### config.mk
export PLATFORM = sky130hd
export DESIGN_NAME = zbr_ctrl
export DESIGN_NICKNAME = d
export VERILOG_FILES = /design/src/sv/zbr_pkg.sv /design/src/sv/zbr_ctrl.sv
export SDC_FILE = /design/constraint.sdc
export NUM_CORES = 1
export LEC_CHECK = 0
export ABC_AREA = 1
export BUFFER_PORTS_ARGS = -buffer_cell sky130_fd_sc_hd__buf_2
export CORE_MARGIN = 1
export CORE_UTILIZATION = 35
export DETAILED_ROUTE_END_ITERATION = 8
export SETUP_SLACK_MARGIN = 0.2
export SYNTH_ARGS = -nofsm -noshare
export SYNTH_HDL_FRONTEND = slang
export SYNTH_SLANG_ARGS = --single-unit
### constraint.sdc
create_clock -name clk -period 1.3 [get_ports clk]
set_input_delay 0.065 -clock clk [delete_from_list [all_inputs] [get_ports clk]]
set_output_delay 0.065 -clock clk [all_outputs]
set_load 0.005 [all_outputs]
### src/sv/zbr_pkg.sv
// ----------------------------------------------------------------------------
// zbr_pkg
// Shared widths, codes and controller/datapath interface types.
// ----------------------------------------------------------------------------
package zbr_pkg;

  localparam int MW   = 2;   // mode
  localparam int CW   = 11;  // screen coordinate
  localparam int ZW   = 16;  // depth
  localparam int SW   = 24;  // color
  localparam int EW   = 13;  // edge difference
  localparam int WW   = 27;  // edge weight
  localparam int WDW  = 14;  // edge weight increment
  localparam int NW   = 48;  // depth numerator
  localparam int DVW  = 25;  // divisor and remainder
  localparam int MAW  = 17;  // multiplier operand a
  localparam int MBW  = 28;  // multiplier operand b
  localparam int PW   = MAW + MBW;
  localparam int CNTW = 17;  // written pixel count
  localparam int STW  = 5;   // multiply step code

  localparam logic [MW-1:0] MODE_DRAW  = 2'd0;
  localparam logic [MW-1:0] MODE_READ  = 2'd1;
  localparam logic [MW-1:0] MODE_CLEAR = 2'd2;

  localparam logic [STW-1:0] MS_UZ0   = 5'd0;
  localparam logic [STW-1:0] MS_UZ1   = 5'd1;
  localparam logic [STW-1:0] MS_UX0   = 5'd2;
  localparam logic [STW-1:0] MS_UX1   = 5'd3;
  localparam logic [STW-1:0] MS_UY0   = 5'd4;
  localparam logic [STW-1:0] MS_UY1   = 5'd5;
  localparam logic [STW-1:0] MS_BASE  = 5'd6;
  localparam logic [STW-1:0] MS_N0A   = 5'd7;
  localparam logic [STW-1:0] MS_N0B   = 5'd8;
  localparam logic [STW-1:0] MS_N0C   = 5'd9;
  localparam logic [STW-1:0] MS_NYA   = 5'd10;
  localparam logic [STW-1:0] MS_NYB   = 5'd11;
  localparam logic [STW-1:0] MS_NYC   = 5'd12;
  localparam logic [STW-1:0] MS_NXA   = 5'd13;
  localparam logic [STW-1:0] MS_NXB   = 5'd14;
  localparam logic [STW-1:0] MS_NXC   = 5'd15;
  localparam logic [STW-1:0] MS_RADDR = 5'd16;

  localparam logic [1:0] DS_N0 = 2'd0;
  localparam logic [1:0] DS_NY = 2'd1;
  localparam logic [1:0] DS_NX = 2'd2;

  localparam logic signed [ZW-1:0] DEPTH_MIN = 16'sh8000;

  typedef struct packed {
    logic           load;
    logic           mul_go;
    logic [STW-1:0] mul_step;
    logic           setup_fin;
    logic           div_start;
    logic [1:0]     div_sel;
    logic           walk_init;
    logic           walk_go;
    logic           clr_step;
    logic           rd_go;
    logic           out_load;
  } zbr_cmd_t;

  typedef struct packed {
    logic          degenerate;
    logic          div_done;
    logic          walk_last;
    logic          clr_last;
    logic [MW-1:0] mode;
  } zbr_stat_t;

endpackage

### src/sv/zbr_ctrl.sv
// ----------------------------------------------------------------------------
// zbr_ctrl
// Sequencer for setup, division, box walk, pixel read and frame clear.
// ----------------------------------------------------------------------------
module zbr_ctrl import zbr_pkg::*; (
  input  logic      clk,
  input  logic      rst,
  input  logic      in_valid,
  output logic      in_ready,
  output logic      out_valid,
  input  logic      out_ready,
  output zbr_cmd_t  cmd,
  input  zbr_stat_t stat
);

  typedef enum logic [4:0] {
    BOOT_CLR, IDLE, DECODE, CLR, GEO, SETUP, NMUL, NWAIT, DIV, DIVW,
    WINIT, WALK, DRAIN, RMUL, RACC, RREAD, RDATA, DONE
  } state_t;

  state_t         state;
  logic [STW-1:0] step;
  logic [1:0]     dsel;

  assign in_ready = (state == IDLE);

  always_comb begin
    cmd           = '0;
    cmd.mul_step  = step;
    cmd.div_sel   = dsel;
    cmd.load      = (state == IDLE) && in_valid;
    cmd.mul_go    = (state == GEO) || (state == NMUL) || (state == RMUL);
    cmd.setup_fin = (state == SETUP);
    cmd.div_start = (state == DIV);
    cmd.walk_init = (state == WINIT);
    cmd.walk_go   = (state == WALK);
    cmd.clr_step  = (state == CLR) || (state == BOOT_CLR);
    cmd.rd_go     = (state == RREAD);
    cmd.out_load  = (state == DONE) && (!out_valid || out_ready);
  end

  always_ff @(posedge clk) begin
    if (rst) begin
      state     <= BOOT_CLR;
      step      <= MS_UZ0;
      dsel      <= DS_N0;
      out_valid <= 1'b0;
    end else begin
      if ((state == DONE) && (!out_valid || out_ready)) begin
        out_valid <= 1'b1;
      end else if (out_ready) begin
        out_valid <= 1'b0;
      end
      unique case (state)
        BOOT_CLR: if (stat.clr_last) state <= IDLE;
        IDLE:     if (in_valid) state <= DECODE;
        DECODE: begin
          unique case (stat.mode)
            MODE_DRAW:  begin state <= GEO; step <= MS_UZ0; end
            MODE_READ:  begin state <= RMUL; step <= MS_RADDR; end
            MODE_CLEAR: state <= CLR;
            default:    state <= DONE;
          endcase
        end
        CLR:      if (stat.clr_last) state <= DONE;
        GEO: begin
          if (step == MS_BASE) begin
            state <= SETUP;
          end else begin
            step <= step + 1'b1;
          end
        end
        SETUP: begin
          if (stat.degenerate) begin
            state <= DONE;
          end else begin
            state <= NMUL;
            step  <= MS_N0A;
          end
        end
        NMUL: begin
          if (step == MS_NXC) begin
            state <= NWAIT;
          end else begin
            step <= step + 1'b1;
          end
        end
        NWAIT: begin
          state <= DIV;
          dsel  <= DS_N0;
        end
        DIV:      state <= DIVW;
        DIVW: begin
          if (stat.div_done) begin
            if (dsel == DS_NX) begin
              state <= WINIT;
            end else begin
              dsel  <= dsel + 1'b1;
              state <= DIV;
            end
          end
        end
        WINIT:    state <= WALK;
        WALK:     if (stat.walk_last) state <= DRAIN;
        DRAIN:    state <= DONE;
        RMUL:     state <= RACC;
        RACC:     state <= RREAD;
        RREAD:    state <= RDATA;
        RDATA:    state <= DONE;
        DONE: begin
          if (!out_valid || out_ready) begin
            state <= IDLE;
          end
        end
        default:  state <= IDLE;
      endcase
    end
  end

  a_result_from_done: assert property (@(posedge clk) disable iff (rst)
    $rose(out_valid) |-> $past(state == DONE))
    else $error("result raised outside the completion state");

  a_walk_ends: assert property (@(posedge clk) disable iff (rst)
    (state == WALK) && stat.walk_last |=> (state == DRAIN))
    else $error("walk did not stop at the last box pixel");

endmodule

# Yosys cells after proc, flatten, opt, wreduce, memory -nomap -nowiden
# Cells that the tools add are included.
# op_classes
n_addsub	2
n_eq_ne	35
n_mux	22
reduce_logical	16
# ops
operator	count
$pmux W5 S17	1
$mux W5	12
$eq A5 B4 Y1 const B	9
$eq A5 B3 Y1 const B	5
$pmux W5 S4	1
$ne A2 B2 Y1 const B	8
$pmux W5 S3	1
$eq A5 B2 Y1 const B	2
$eq A5 B5 Y1 const B	2
$pmux W5 S2	1
$ne A2 B1 Y1 const B	4
$reduce_and A8 Y1	1
$mux W2	3
$add A5 B1 Y5 const B	1
$eq A5 B1 Y1 const B	1
$logic_not A5 Y1	1
$reduce_and A5 Y1	1
$eq A2 B2 Y1 const B	2
$logic_or A1 B1 Y1	4
$pmux W2 S2	1
$reduce_bool A2 Y1	2
$reduce_bool A4 Y1	1
$ne A3 B3 Y1 const B	1
$reduce_and A3 Y1	1
other kinds (7)	9
# totals
ff_bits	13
in_bits	10
output_inout_bits	18
wordCells	79

# Longest topological paths before layout
# depth
depth_word	4
mapped_depth	12
ltp_nobuf	12

# Worst setup path before layout
# No wires, ideal clock.
# synth_path
kind	reg2reg
startpoint	register step[0]
endpoint	register state[0]
setup_ns	0.112
arrival_time_ns	1.339
t_required_ns	1.188
path_slack_ns	-0.151
stages_incl_launch_ff	12
path_cell_list	dfxtp_1 ha_1 nand2_1 nor2_1 ha_1 inv_1 nand3_1 nand2_1 nor2_1 nand2_2 nor2_1 nor2_1
# synth_via
elab_chain_cells	3
# synth_lines
element	line_no	rtl
from (decl)	zbr_ctrl.sv:22	logic [STW-1:0] step;
from (signal assigned)	zbr_ctrl.sv:70	step <= step + 1'b1;
from (signal assigned)	zbr_ctrl.sv:85	step <= step + 1'b1;
$eq A5 B4 Y1 / $eq A5 B3 Y1 (equally long branches)	zbr_ctrl.sv:82, zbr_ctrl.sv:67	
$ne A2 B1 Y1 (no source line)	n/a	
$reduce_and A8 Y1 (no source line) (*)	n/a	
to (signal assigned)	zbr_ctrl.sv:83	state <= NWAIT;
to (signal assigned)	zbr_ctrl.sv:89	state <= DIV;
to (signal assigned)	zbr_ctrl.sv:92	DIV: state <= DIVW;
to (decl)	zbr_ctrl.sv:21	state_t state;
# Every way passes the cells marked *; elsewhere a longest branch is shown, timed or not.
# A chain may end at the register's enable or synchronous reset.

# Final worst setup path
# Ends and elaborated chain as after synthesis.

==> results.yml <==
critical_path:
  crit_end: "state[0]"
  rr_endpoint: "state[0]"
  worstPathMaxFanout: 4
  cp.required_ns: 1.49
  critical_path.slowest_cell: "dfxtp_4"
  arrival_ns: 1.69
  r2r_setup_slack_ns: -0.20
  rr_startpoint: "step[0]"
  crit_chain: "ha_4 -> nand2_4 -> nor2_2 -> ha_2 -> inv_2 -> nand3_2 -> nand2_1 -> nor2_2 -> nand2_2 -> nor2_1 -> nor2_1"
  worstSetupPathType: "flop to flop"
  critPathMaxStageDelay_ns: 0.38
  path_delay_family: "simple AND/OR/NAND/NOR gates"
  path_buf_inv: 1
  end_kind: "flop"
  worst_r2r_path_depth: 11
  worst-path-stages: 11
  start_kind: "flop"
  cp-startpoint: "step[0]"
final_layout:
  final_util_pct: 69.9
  num-fill-cells: 275
  area_growth_pct: 84.1
  final_layout_size_suffix_gt1_share_pct: 61.5
  seq_area_um2: 280
  antenna_cells: 0
  nNetsFinal: 306
  multiInputGateArea_um2: 988
  final_cells: 335
timing:
  finalClockSkew_ns: 0.0130
  setup_slack_ns: -0.205
  period_minus_slack_ns: 1.50
  hold_viol: 0
  tns_ns: -2.85
  finalCritPeriodShare_pct: 116
  tightest_slew_ns: 0.266
  fmaxAchievable_mhz: 665
  rsz0062_at_grt: "true"
  finalSetupViolCount: 21
  slew_viol_final: 0
  relSlewSlack_pct: 82.2
grt:
  gr-total-overflow: 0
  grt_usage_pct: 23.3
  antenna_found_initial: 0
  grt_pass1_wl_um: 6110
  grt_max_degree: 11
  grt_pass1_vias: 1384
placed_design:
  port_buffers: 27
  pre_cts_slack_ns: -0.207
  dpl.hpwl_um: 2890
  gp_congestion: 0.869
  dp.cells: 308
die:
  die_h_um: 60.2
  start_util_pct: 38.0
  core-area_um2: 3130
  die-area_um2: 3630
  io_pins: 28
  placementRows: 20
  die_w_um: 60.2
cts:
  cts_buffers: 3
  cts_tree: "done"
  ctsHoldBuffers: 0
  cts-root-buf: "clkbuf_4"
  clk_pin_slew_worst_paths_ns: 0.10
  htree_levels: 1
  clkSinkCount: 13
  clk_path_buf_depth: 2
  clkLatencyLatePin_ns: 0.30
drt:
  firstDrtPassIters: 4
  drt_iter0_markers: 55
  vias: 1560
  wl_per_cell_um: 12.5
  drc: 0
  vias_per_cell: 4.66
  drtAntennaViolNets: 0
  routed_wl_um: 4190
power_and_ir_drop:
  powerDensity_nw_per_um2: 1280
  peakVddDrop_uv: 628
  p_total_uw: 2800
  p_leak_uw: 0.00112
synth:
  yosys_warnings: 0
  syn_inst: 200
  synth.most_common_cell: "nand2_1"
  synth_area_um2: 1190
  synth.distinct_cells: 25
  yosysSeqAreaShare_pct: 21.9
  synth-edff-count: 0
  synth_top_cell_by_area: "dfxtp_1"
  yosys.area.top_type_share_pct: 21.9
  yosys-top-cells-area: "dfxtp_1 (22%), nand2_1 (13%), nor2_1 (12%)"
  synth_top_flop_cell: "dfxtp_1"
  syn_area_per_cell_um2: 5.94
  synth_common_cells: "nand2_1 (42), nor2_1 (37), inv_1 (32)"
  syn_nets: 214
  ys_ff_latch: 13
  synth-async-reset-ratio_pct: 0
run:
  cap_violations: 0
status:
  status: "finished, violations left"
  violations: "setup timing"
hold_path:
  hp-class: "primary input to flop"
  worstHoldPathCells: 2
## metal layers
metal / routed length [µm] / global-route usage [%] / vias to the layer above
met5: 0 / 0 / -
met4: 100 / 11.3 / 0
met3: 132 / 2.81 / 11
met2: 2220 / 41.6 / 31
met1: 1730 / 27.1 / 705
li1: - / - / 813
## logic make-up after synthesis
family | count (synthesis) | share of synthesized area, %
adder cells (fa/ha/maj) | 4 | 4.22
XOR/XNOR | 1 | 0.738
AND/OR/NAND/NOR | 123 | 50.3
flip-flops | 13 | 21.9
buffers and inverters | 36 | 12.0
AO/OA/AOI/OAI | 23 | 10.9
## sequential cells by signal, indices dropped and copies added (netlist names)
register and count:
dsel 2, step 5, out_valid 1, state 5
## cell usage in the layout (no fill, tap or decap)
cell type,count
a21oi_1,7
a21oi_2,4
a31oi_1,2
buf_12,2
buf_2,24
buf_4,45
buf_6,18
clkbuf_1,1
clkbuf_4,3
dfxtp_1,5
dfxtp_2,4
dfxtp_4,4
ha_1,1
ha_2,2
ha_4,1
inv_1,21
inv_2,10
inv_4,3
nand2_1,25
nand2_2,19
nand2_4,6
nand3_1,12
nand3_2,7
nand3_4,1
nand3b_1,1
nand4_1,4
nor2_1,25
nor2_2,9
nor2_4,12
nor3_4,1
o21ai_0,3
o21ai_1,4
o21ai_2,3
or2_2,1
xor2_1,1
## through the flow
stage | hold WS (ns) | instance area [µm²]
floorplan | 0.222 | 1240
global placement | 0.394 | 1720
detailed placement | 0.393 | 1720
CTS | 0.0704 | 1950
global route | 0.0930 | 2190
finish | 0.0892 | 2190
## power by group
group | switching, µW | leakage [µW] | total (µW) | internal, µW
logic | 990 | 0.000992 | 1910 | 917
clock network | 163 | 0.0000150 | 283 | 120
registers | 119 | 0.000110 | 606 | 487
## how the worst min path moves through the flow
stage	from	to	slack (ns)
finish	rst	step[1]	0.09
global route	rst	step[1]	0.09
CTS	out_ready	out_valid	0.07
detailed placement	out_ready	out_valid	0.39
global placement	rst	step[1]	0.39
floorplan	in_valid	cmd[15]	0.22
## worst reg2reg max path, stage by stage (launching register included)
cell	delay, ns
dfxtp_4	0.38
ha_4	0.14
nand2_4	0.05
nor2_2	0.08
ha_2	0.21
inv_2	0.04
nand3_2	0.07
nand2_1	0.06
nor2_2	0.12
nand2_2	0.08
nor2_1	0.11
nor2_1	0.05
## final cells by class
| type | instances | area share, % |
|---|---|---|
| multi-input cells | 151 | 45.2 |
| well taps | 44 | 2.52 |
| flip-flops and latches | 13 | 12.8 |
| repair buffers | 89 | 32.1 |
| clock buffers | 4 | 1.20 |
| inverters | 34 | 6.18 |
## repair_timing
action | 4_1_cts | 5_1_grt
setup buffers | 10 | 13
resized for setup | 44 | 43
setup endpoints to repair | 23 | 23
pin swaps | 22 | 34
gates cloned | 0 | 0
Power figures use the tool's default switching activity.
